==> src/rtl/stld_pkg.sv <==
// ---------------------------------------------------------------------------
// stld_pkg
// shared types and constants of the sync/type/length deframer
// ---------------------------------------------------------------------------
`default_nettype none

package stld_pkg;

    localparam int unsigned ByteW  = 8;
    localparam int unsigned TypeW  = 16;
    localparam int unsigned LenW   = 32;
    localparam int unsigned CfgIdxW = 2;

    // configuration register indexes
    localparam logic [CfgIdxW-1:0] CfgSyncFirst  = 2'd0;
    localparam logic [CfgIdxW-1:0] CfgSyncSecond = 2'd1;
    localparam logic [CfgIdxW-1:0] CfgMaxPayload = 2'd2;

    // reset values of the configuration registers
    localparam logic [ByteW-1:0] SyncFirstReset  = 8'h12;
    localparam logic [ByteW-1:0] SyncSecondReset = 8'h34;
    localparam logic [LenW-1:0]  MaxPayloadReset = 32'd1048576;

    // live configuration seen by the parser
    typedef struct packed {
        logic [ByteW-1:0] sync_first;
        logic [ByteW-1:0] sync_second;
        logic [LenW-1:0]  max_payload;
    } stld_cfg_t;

    // one result item
    typedef struct packed {
        logic [TypeW-1:0] frame_type;
        logic [LenW-1:0]  payload_length;
        logic [ByteW-1:0] payload_byte;
        logic             has_data;
        logic             last;
        logic             oversize;
    } stld_item_t;

    // parser phase, one-hot
    typedef enum logic [4:0] {
        PH_IDLE = 5'b00001,
        PH_LEAD = 5'b00010,
        PH_TYPE = 5'b00100,
        PH_SIZE = 5'b01000,
        PH_DATA = 5'b10000
    } stld_phase_t;

endpackage

`default_nettype wire

==> src/rtl/sync_type_length_deframer_unit.sv <==
// ---------------------------------------------------------------------------
// sync_type_length_deframer_unit
// byte-serial frame finder for sync / type / length framed link streams
// ---------------------------------------------------------------------------
// One received byte is taken per item, one item per clock cycle. A frame is
// the first sync byte, the second sync byte, a 16-bit big-endian type, a
// 32-bit big-endian payload length and then that many payload bytes. Every
// payload byte gives one result item carrying the type, the length and a
// last flag; an empty frame gives one item with no data, and a frame longer
// than max_payload is dropped with one item that has oversize set. A wrong
// second sync byte sends the parser back to idle without retrying that byte
// as a first sync byte. The parser classifies each byte in the cycle it is
// taken and puts result items into a QUEUE_DEPTH entry queue; an output
// register feeds the result port. Bytes are taken every cycle as long as
// the queue has room, so the sustained rate is one byte per cycle and
// in_ready only drops after the result side has stalled long enough to fill
// the queue. A result goes through a queue entry, then the output register.
// Configuration writes are taken at once on any cycle with cfg_wr_en high.
// ---------------------------------------------------------------------------
`default_nettype none

module sync_type_length_deframer_unit #(
    parameter int unsigned QUEUE_DEPTH = 4
) (
    input  wire         clk,
    input  wire         rst_n,
    // configuration write port
    input  wire         cfg_wr_en,
    input  wire  [1:0]  cfg_index,
    input  wire  [31:0] cfg_data,
    // byte input channel
    input  wire         in_valid,
    output logic        in_ready,
    input  wire  [7:0]  data_byte,
    // result channel
    output logic        out_valid,
    input  wire         out_ready,
    output logic [15:0] frame_type,
    output logic [31:0] payload_length,
    output logic [7:0]  payload_byte,
    output logic        has_data,
    output logic        last,
    output logic        oversize
);
    import stld_pkg::*;

    // configuration registers
    stld_cfg_t  cfg_reg;

    // front to queue
    logic       take;
    logic       push;
    stld_item_t push_item;

    // queue to back
    logic       q_full;
    logic       q_not_empty;
    logic       q_pop;
    stld_item_t q_head;
    stld_item_t out_item;

    // a byte is only taken when the queue can hold whatever it may produce
    assign in_ready = !q_full;
    assign take     = in_valid && in_ready;

    always_ff @(posedge clk or negedge rst_n)
    begin
        if (!rst_n)
        begin
            cfg_reg.sync_first  <= SyncFirstReset;
            cfg_reg.sync_second <= SyncSecondReset;
            cfg_reg.max_payload <= MaxPayloadReset;
        end
        else if (cfg_wr_en)
        begin
            case (cfg_index)
                CfgSyncFirst:  cfg_reg.sync_first  <= cfg_data[ByteW-1:0];
                CfgSyncSecond: cfg_reg.sync_second <= cfg_data[ByteW-1:0];
                CfgMaxPayload: cfg_reg.max_payload <= cfg_data;
                default:       cfg_reg <= cfg_reg;  // unused index
            endcase
        end
    end

    // parser: phase, header bytes and payload count
    stld_front u_front (
        .clk       (clk),
        .rst_n     (rst_n),
        .take      (take),
        .data_byte (data_byte),
        .cfg       (cfg_reg),
        .push      (push),
        .push_item (push_item)
    );

    // decoupling queue
    stld_queue #(
        .DEPTH (QUEUE_DEPTH)
    ) u_queue (
        .clk       (clk),
        .rst_n     (rst_n),
        .push      (push),
        .push_item (push_item),
        .pop       (q_pop),
        .full      (q_full),
        .not_empty (q_not_empty),
        .head      (q_head)
    );

    // output register
    stld_back u_back (
        .clk         (clk),
        .rst_n       (rst_n),
        .q_not_empty (q_not_empty),
        .q_head      (q_head),
        .q_pop       (q_pop),
        .out_valid   (out_valid),
        .out_ready   (out_ready),
        .out_item    (out_item)
    );

    assign frame_type     = out_item.frame_type;
    assign payload_length = out_item.payload_length;
    assign payload_byte   = out_item.payload_byte;
    assign has_data       = out_item.has_data;
    assign last           = out_item.last;
    assign oversize       = out_item.oversize;

endmodule

`default_nettype wire

==> src/rtl/stld_front.sv <==
// ---------------------------------------------------------------------------
// stld_front
// frame parser: takes one byte per accepted item and classifies it
// ---------------------------------------------------------------------------
`default_nettype none

module stld_front (
    input  wire                      clk,
    input  wire                      rst_n,
    input  wire                      take,
    input  wire [7:0]                data_byte,
    input  stld_pkg::stld_cfg_t      cfg,
    output logic                     push,
    output stld_pkg::stld_item_t     push_item
);
    import stld_pkg::*;

    stld_phase_t       phase_reg, phase_next;
    logic [1:0]        hcnt_reg, hcnt_next;
    logic [TypeW-1:0]  type_reg, type_next;
    logic [LenW-1:0]   length_reg, length_next;
    logic [LenW-1:0]   pcnt_reg, pcnt_next;
    logic [LenW-1:0]   pcnt_inc;

    assign pcnt_inc = pcnt_reg + 32'd1;

    always_comb
    begin
        phase_next  = phase_reg;
        hcnt_next   = hcnt_reg;
        type_next   = type_reg;
        length_next = length_reg;
        pcnt_next   = pcnt_reg;
        push        = 1'b0;
        push_item   = '0;
        push_item.frame_type     = type_reg;
        push_item.payload_length = length_reg;
        if (take)
        begin
            case (phase_reg)
                PH_LEAD:
                begin
                    hcnt_next = '0;
                    pcnt_next = '0;
                    phase_next = (data_byte == cfg.sync_second) ? PH_TYPE : PH_IDLE;
                end
                PH_TYPE:
                begin
                    type_next = {type_reg[ByteW-1:0], data_byte};
                    hcnt_next = hcnt_reg + 2'd1;
                    if (hcnt_reg == 2'd1)
                    begin
                        phase_next = PH_SIZE;
                        hcnt_next  = '0;
                    end
                end
                PH_SIZE:
                begin
                    length_next = {length_reg[LenW-ByteW-1:0], data_byte};
                    hcnt_next   = hcnt_reg + 2'd1;
                    push_item.payload_length = length_next;
                    if (hcnt_reg == 2'd3)
                    begin
                        hcnt_next = '0;
                        pcnt_next = '0;
                        if (length_next == '0)
                        begin
                            // empty frame: one item with no data
                            push           = 1'b1;
                            push_item.last = 1'b1;
                            phase_next     = PH_IDLE;
                        end
                        else if (length_next > cfg.max_payload)
                        begin
                            push               = 1'b1;
                            push_item.last     = 1'b1;
                            push_item.oversize = 1'b1;
                            phase_next         = PH_IDLE;
                        end
                        else
                        begin
                            phase_next = PH_DATA;
                        end
                    end
                end
                PH_DATA:
                begin
                    push                   = 1'b1;
                    push_item.payload_byte = data_byte;
                    push_item.has_data     = 1'b1;
                    push_item.last         = (pcnt_inc == length_reg);
                    pcnt_next              = pcnt_inc;
                    if (pcnt_inc == length_reg)
                    begin
                        phase_next = PH_IDLE;
                        hcnt_next  = '0;
                        pcnt_next  = '0;
                    end
                end
                default:
                begin
                    // idle and any stray code
                    hcnt_next   = '0;
                    pcnt_next   = '0;
                    length_next = '0;
                    phase_next  = (data_byte == cfg.sync_first) ? PH_LEAD : PH_IDLE;
                end
            endcase
        end
    end

    always_ff @(posedge clk or negedge rst_n)
    begin
        if (!rst_n)
        begin
            phase_reg  <= PH_IDLE;
            hcnt_reg   <= '0;
            pcnt_reg   <= '0;
            type_reg   <= '0;
            length_reg <= '0;
        end
        else
        begin
            phase_reg  <= phase_next;
            hcnt_reg   <= hcnt_next;
            pcnt_reg   <= pcnt_next;
            type_reg   <= type_next;
            length_reg <= length_next;
        end
    end

endmodule

`default_nettype wire

==> src/rtl/stld_queue.sv <==
// ---------------------------------------------------------------------------
// stld_queue
// short register queue between parser and output stage
// ---------------------------------------------------------------------------
`default_nettype none

module stld_queue #(
    parameter int unsigned DEPTH = 4
) (
    input  wire                      clk,
    input  wire                      rst_n,
    input  wire                      push,
    input  stld_pkg::stld_item_t     push_item,
    input  wire                      pop,
    output logic                     full,
    output logic                     not_empty,
    output stld_pkg::stld_item_t     head
);
    import stld_pkg::*;

    localparam int unsigned PtrW = (DEPTH > 1) ? $clog2(DEPTH) : 1;
    localparam int unsigned CntW = $clog2(DEPTH + 1);
    localparam logic [PtrW-1:0] LastPtr = PtrW'(DEPTH - 1);
    localparam logic [CntW-1:0] FullCnt = CntW'(DEPTH);

    stld_item_t      entry_reg [DEPTH];
    logic [PtrW-1:0] wptr_reg, wptr_next;
    logic [PtrW-1:0] rptr_reg, rptr_next;
    logic [CntW-1:0] cnt_reg, cnt_next;
    logic            do_push, do_pop;

    assign full      = (cnt_reg == FullCnt);
    assign not_empty = (cnt_reg != '0);
    assign head      = entry_reg[rptr_reg];
    assign do_push   = push && !full;
    assign do_pop    = pop && not_empty;

    always_comb
    begin
        wptr_next = wptr_reg;
        rptr_next = rptr_reg;
        cnt_next  = cnt_reg;
        if (do_push)
        begin
            wptr_next = (wptr_reg == LastPtr) ? '0 : wptr_reg + PtrW'(1);
        end
        if (do_pop)
        begin
            rptr_next = (rptr_reg == LastPtr) ? '0 : rptr_reg + PtrW'(1);
        end
        case ({do_push, do_pop})
            2'b10:   cnt_next = cnt_reg + CntW'(1);
            2'b01:   cnt_next = cnt_reg - CntW'(1);
            default: cnt_next = cnt_reg;
        endcase
    end

    always_ff @(posedge clk or negedge rst_n)
    begin
        if (!rst_n)
        begin
            wptr_reg <= '0;
            rptr_reg <= '0;
            cnt_reg  <= '0;
        end
        else
        begin
            wptr_reg <= wptr_next;
            rptr_reg <= rptr_next;
            cnt_reg  <= cnt_next;
        end
    end

    always_ff @(posedge clk)
    begin
        if (do_push)
        begin
            entry_reg[wptr_reg] <= push_item;
        end
    end

endmodule

`default_nettype wire

==> src/rtl/stld_back.sv <==
// ---------------------------------------------------------------------------
// stld_back
// output stage: moves queued items into the output register
// ---------------------------------------------------------------------------
`default_nettype none

module stld_back (
    input  wire                      clk,
    input  wire                      rst_n,
    input  wire                      q_not_empty,
    input  stld_pkg::stld_item_t     q_head,
    output logic                     q_pop,
    output logic                     out_valid,
    input  wire                      out_ready,
    output stld_pkg::stld_item_t     out_item
);
    import stld_pkg::*;

    logic       valid_reg, valid_next;
    stld_item_t item_reg;

    assign q_pop      = q_not_empty && (!valid_reg || out_ready);
    assign valid_next = q_pop || (valid_reg && !out_ready);
    assign out_valid  = valid_reg;
    assign out_item   = item_reg;

    always_ff @(posedge clk or negedge rst_n)
    begin
        if (!rst_n)
        begin
            valid_reg <= 1'b0;
        end
        else
        begin
            valid_reg <= valid_next;
        end
    end

    always_ff @(posedge clk)
    begin
        if (q_pop)
        begin
            item_reg <= q_head;
        end
    end

endmodule

`default_nettype wire
==> config.mk <==
export PLATFORM = sky130hd
export DESIGN_NAME = sync_type_length_deframer_unit
export DESIGN_NICKNAME = d
export VERILOG_FILES = /design/src/rtl/stld_pkg.sv /design/src/rtl/sync_type_length_deframer_unit.sv /design/src/rtl/stld_front.sv /design/src/rtl/stld_queue.sv /design/src/rtl/stld_back.sv
export SDC_FILE = /design/constraint.sdc
export NUM_CORES = 1
export LEC_CHECK = 0
export ABC_AREA = 1
export BUFFER_PORTS_ARGS = -buffer_cell sky130_fd_sc_hd__buf_2
export CAP_MARGIN = 20
export CORE_UTILIZATION = 30
export CTS_CLUSTER_SIZE = 24
export DETAILED_ROUTE_END_ITERATION = 10
export PLACE_DENSITY = 0.49
export SYNTH_ARGS = -nofsm -noshare
export SYNTH_HDL_FRONTEND = slang
export SYNTH_SLANG_ARGS = --single-unit
==> constraint.sdc <==
create_clock -name clk -period 6.1 [get_ports clk]
set_input_delay 0 -clock clk [delete_from_list [all_inputs] [get_ports clk]]
set_output_delay 0 -clock clk [all_outputs]
set_load 0.005 [all_outputs]
* Yosys cells after proc, flatten, opt, wreduce, memory -nomap -nowiden
Memories as Yosys holds them, arrays and structs flattened. A register that Yosys moved wholly into a read port is not among the register bits.
Cells that the tools add are included.
** Cells by class
- $add $sub $neg :: 6
- Multiply operators :: 0
- Divide/modulo/power cells :: 0
- $lt $le $gt $ge :: 1
- Equal/unequal tests :: 19
- Shift-type cells :: 0
- Multiplexer cells :: 35
- Bitwise gates (word level) :: 2
- Reduce and logical (&&, ||, !) cells :: 23
** Operators by type and width (count)
- $mux W32 :: 3
- $pmux W32 S3 :: 1
- $pmux W32 S2 :: 1
- $mux W43 :: 1
- $add A32 B1 Y32 const B :: 1
- $eq A32 B32 Y1 :: 1
- $gt A32 B32 Y1 :: 1
- $logic_not A32 Y1 :: 1
- $mux W5 :: 5
- $pmux W5 S4 :: 1
- $eq A8 B8 Y1 :: 2
- $mux W2 :: 8
- $reduce_and A2 Y1 :: 6
- $eq A2 B2 Y1 const B :: 5
- $mux W1 :: 9
- $mux W9 :: 1
- $add A2 B1 Y2 const B :: 3
- $eq A2 B1 Y1 const B :: 3
- $ne A2 B1 Y1 const B :: 3
- $pmux W2 S3 :: 1
- $pmux W3 S2 :: 1
- $eq A5 B2 Y1 const B :: 1
- $eq A5 B3 Y1 const B :: 1
- $eq A5 B4 Y1 const B :: 1
- 16 further kinds :: 25
** Word-level totals
- Bits in registers :: 143
- Latch bits :: 0
- Bits in writable memories :: 236
- ROM bits :: 0
- Input bits :: 47
- Logic and storage cells :: 99
- Memories kept :: 1
** Memory list
- u_queue.entry_reg :: words 4, width 59, read ports 1, clocked after memory_dff 1, write ports 1, line stld_queue.sv:26 : stld_item_t entry_reg [DEPTH];

* Longest topological paths before layout
- Depth after elaboration :: 9
- Mapped depth :: 22
- Mapped depth without buffers :: 22

* Cells and area by module
From an unflattened synthesis, not the netlist that was laid out.
** Second synthesis, totals
- Cell total of the unflattened synthesis :: 2036
- Area, all modules :: 20422.1 um2
** By module, submodules not included
- stld_queue :: instances 1, cells each 748, area each 9749.4 um2
- stld_front :: instances 1, cells each 1005, area each 6765.2 um2
- sync_type_length_deframer_unit :: instances 1, cells each 218, area each 2087.0 um2
- stld_back :: instances 1, cells each 65, area each 1820.5 um2

* Worst setup path after synthesis
OpenSTA, ideal clock, no wires.
- Path kind :: reg2reg
- Start point :: register cfg_reg[20] (netlist bit)
- End point :: memory u_queue.entry_reg[0][0] (netlist bit) (enable)
- Setup time :: 0.476 ns
- Arrival :: 4.237 ns
- Path slack :: 1.387 ns
- Stages on the path, launching flop included :: 15
- Buffers on the path :: 0
- Clock period less this slack :: 4.713 ns
- Cell sequence :: dfstp_2 inv_1 ha_1 nand2_1 nor2_1 nand4_1 nor3_1 nand2_1 nand2_1 nand2_1 nand2_1 nand3_1 nand2_1 inv_1 nor2_1
** On the way
- Cells in the longest elaborated chain, start to end :: 9
** RTL lines
- start: declaration :: line sync_type_length_deframer_unit.sv:48 : stld_cfg_t cfg_reg;
- start signal: assignment :: line sync_type_length_deframer_unit.sv:80 : default: cfg_reg <= cfg_reg;
- $gt A32 B32 Y1 :: line stld_front.sv:73 : else if (length_next > cfg.max_payload)
- $mux W1 :: line stld_front.sv:73
- $mux W1 :: line stld_front.sv:66 : if (length_next == '0)
- $mux W1 :: line stld_front.sv:62 : if (hcnt_reg == 2'd3)
- $pmux W1 S2 :: line stld_front.sv:40 : case (phase_reg)
- $mux W1 :: line stld_front.sv:38 : if (take)
- $logic_and A1 B1 Y1 :: line stld_queue.sv:35 : assign do_push = push && !full;
- $mux W1 :: line stld_queue.sv:76 : if (do_push)
- $mux W1 (implied by the code) :: line stld_queue.sv:78 : entry_reg[wptr_reg] <= push_item;
- end: declaration :: line stld_queue.sv:26
Every way passes these cells.

* Worst setup path in the final report
- Start point :: register u_front.phase_reg[1]
- End point :: memory u_queue.entry_reg[1][49] (netlist bit) (enable)
** On the way
- Cells in the longest elaborated chain, start to end :: 6
** RTL lines
- start: declaration :: line stld_front.sv:18 : stld_phase_t phase_reg, phase_next;
- start signal: assignment :: line stld_front.sv:124 : phase_reg <= phase_next;
- $eq A5 B5 Y1 / $eq A5 B4 Y1 (equally long branches) :: line stld_front.sv:40
- $pmux W1 S2 (*) :: line stld_front.sv:40
- $mux W1 (*) :: line stld_front.sv:38
- $logic_and A1 B1 Y1 (*) :: line stld_queue.sv:35
- $mux W1 (*) :: line stld_queue.sv:76
- $mux W1 (implied by the code) (*) :: line stld_queue.sv:78
Every way passes the cells marked *; elsewhere a longest branch is shown, timed or not.

==> results.sh <==
export IMPL_routed_wl_um=52800
export IMPL_critPathMaxFanout=26
export IMPL_final_cell_mix="edfxtp_1, nand2_1, nor2_1, o21ai_0, inv_1"
export IMPL_cp_top_family="simple AND/OR/NAND/NOR gates"
export IMPL_top_layer_used="met4"
export IMPL_layout_drive_gt1_share_pct=11.7
export IMPL_syn_num_nets=1943
export IMPL_grt_usage_pct=16.0
export IMPL_via_per_inst=4.82
export IMPL_cts_buffer_depth=3
export IMPL_drt_iter0_drc=957
export IMPL_diodes=0
export IMPL_setup_violations=0
export IMPL_vias=13900
export IMPL_synth_cell_type_count=37
export IMPL_fmax_ghz=0.256
export IMPL_cts_root_buf="clkbuf_16"
export IMPL_met3WireLength_um=2880
export IMPL_slew_viol_final=0
export IMPL_period_share_pct=64.0
export IMPL_period_needed_ns=3.91
export IMPL_power_total_uw=8060
export IMPL_hold_viol=0
export IMPL_hpwlAfterDp_um=35600
export IMPL_min_path_type="in2reg"
export IMPL_die_w_um=256
export IMPL_synthCells=1853
export IMPL_cts_buffers=49
export IMPL_hold_ws_ns=0.0448
export IMPL_fin_skew_ns=0.0149
export IMPL_dieArea_mm2=0.0653
export IMPL_rsz0062_at_grt="no"
export IMPL_first_pass_iters=5
export IMPL_critical_path_slowest_cell="nor2_4"
export IMPL_worst_slack_ns=2.19
export IMPL_num_rows=92
export IMPL_grt_max_degree=90
export IMPL_pre_cts_slack_ns=2.09
export IMPL_clock_sinks=438
export IMPL_synth_area_mm2=0.0193
export IMPL_htreeDepth=2
export IMPL_regToRegSetupSlack_ns=2.19
export IMPL_post_cts_setup_buffer_count=0
export IMPL_largest_reg_flops=236
export IMPL_grt_ovfl_total=0
export IMPL_cts_tree="built"
export IMPL_cp_buffers_inverters=5
export IMPL_yosysSeqAreaShare_pct=64.5
export IMPL_powerDensity_mw_per_mm2=354
export IMPL_place_gp_congestion=0.877
export IMPL_yosys_register_bits=438
export IMPL_power_leakage_uw=0.00899
export IMPL_wl_met1_um=24000
export IMPL_port_buffers=107
export IMPL_core_area_mm2=0.0633
export IMPL_path_cells="nor2_1 > inv_1 > nor3_1 > inv_1 > nor2_1 > clkinv_1 > nand2_1 > inv_1 > nor2_4 > buf_4"
export IMPL_tightest_slew_ns=0.979
export IMPL_ios=108
export IMPL_syn2layout_area_growth_pct=18.1
export IMPL_vdd_drop_max_mv=0.171
export IMPL_layoutNonFillerInstCount=2886
export IMPL_cp_common_cell="inv_1"
export IMPL_drc=0
export IMPL_place_inst=2752
export IMPL_crit_required_ns=6.34
export IMPL_ys_warnings_count=0
export IMPL_avgSynthCellArea_um2=10.4
export IMPL_max_stage_delay_ns=0.68
export IMPL_crit_type="reg2reg"
export IMPL_clkTransAtPathRegs_ns=0.07
export IMPL_maxSlewHeadroom_pct=34.5
export IMPL_final_nets=2089
export IMPL_drv_cap=0
export IMPL_wl_met2_um=24400
export IMPL_critPathLaunchType="register"
export IMPL_die_h_um=256
export IMPL_mostFrequentLayoutCell="edfxtp_1"
export IMPL_wl_per_cell_um=18.3
export IMPL_cp_end_kind="register"
export IMPL_crit_arrival_ns=4.15
export IMPL_status="finished clean"
export IMPL_ant_nets=0
export IMPL_nFillCells=6375
export IMPL_start_util_pct=30.5
export IMPL_grt_pass1_vias=13400
export IMPL_fin_setup_tns_ns=0
export IMPL_antenna_found_initial=1
export IMPL_grt_pass1_wl_um=81000
export IMPL_clkLatencyLatePin_ns=0.59
[power by group]
group	leakage, uW	internal [uW]	switching, uW
combinational	0.00360	520	1040
sequential	0.00465	3550	148
clock	0.000736	1580	1210
total	0.00899	5650	2400
[stage by stage]
stage,area [um^2],util [%]
finish,22800,36.0
global route,22800,36.0
CTS,22800,36.0
detailed placement,20800,32.9
global placement,20800,32.9
floorplan,19300,-
[synthesized netlist by cell type]
library cell	n	area share, %
dfstp_2	7	0.95
nand2_1	290	5.6
nand2_2	6	0.19
a21o_1	1	0.039
buf_2	3	0.078
clkbuf_1	63	1.2
nand3_4	1	0.091
mux2_2	8	0.47
nand4_1	31	1.0
nand3_1	141	3.7
and3_1	1	0.032
o21a_1	1	0.039
buf_6	1	0.058
nor2_2	2	0.065
buf_1	6	0.12
xor2_1	10	0.45
inv_1	159	3.1
nor3_1	8	0.21
o21ai_0	232	6.0
dfrtp_1	136	18
fa_1	1	0.10
nor2_8	1	0.10
clkinv_1	2	0.039
nor4_1	6	0.19
nor2_4	4	0.23
nand2_4	1	0.058
xnor2_1	9	0.41
nor3b_1	3	0.12
a31oi_1	1	0.032
nor4_2	1	0.065
nand3b_1	2	0.078
o22ai_1	90	2.9
o21ai_1	3	0.078
ha_1	42	2.7
a21oi_1	43	1.1
nor2_1	242	4.7
edfxtp_1	295	46
[layout make-up]
type | instances | area [um^2] | area share [%]
Sequential cell | 438 | 12400 | 54.6
Timing Repair Buffer | 168 | 1140 | 4.99
Inverter | 161 | 604 | 2.65
Clock buffer | 67 | 1340 | 5.86
Clock inverter | 25 | 183 | 0.802
Tap cell | 846 | 1060 | 4.65
Multi-Input combinational cell | 1181 | 6020 | 26.4
[tightest hold or removal path, stage by stage]
cell and delay (ns):
buf_2 0.12, nand3_1 0.35, o21ai_0 0.14
[logic make-up after synthesis]
group                      synth area share (%)
and+or+nand+nor                            16.5
DFF                                        64.5
AOI/OAI and AO/OA                          10.2
buffers and inverters                      4.61
adders and majority gates                  2.83
xor gates and xnor gates                  0.863
muxes                                     0.467
[timing repair]
action / CTS / global route
resized for setup: 0 / 0
hold endpoints to repair: 157 / 0
hold buffers: 42 / 0
[metal layers]
metal	GRT usage [%]	vias to the layer above
li1	-	6760
met1	22.2	6709
met2	25.5	366
met3	2.45	82
met4	5.27	0
met5	0	-
[final timing paths]
| path | startpoint | end | cells after the start |
|---|---|---|---|
| min in group asynchronous | rst_n | cfg_reg[12] | 2 |
| setup / recovery | u_front.phase_reg[1] | u_queue.entry_reg[1][49] | 10 |
| max in group asynchronous | rst_n | u_front.length_reg[24] | 3 |
| hold reg to reg | u_front.phase_reg[0] | u_front.phase_reg[0] | 2 |
| setup reg to reg | u_front.phase_reg[1] | u_queue.entry_reg[1][49] | 10 |
| hold / removal | cfg_wr_en | cfg_reg[36] | 3 |
Note: power is estimated with default switching activity, not from simulation.
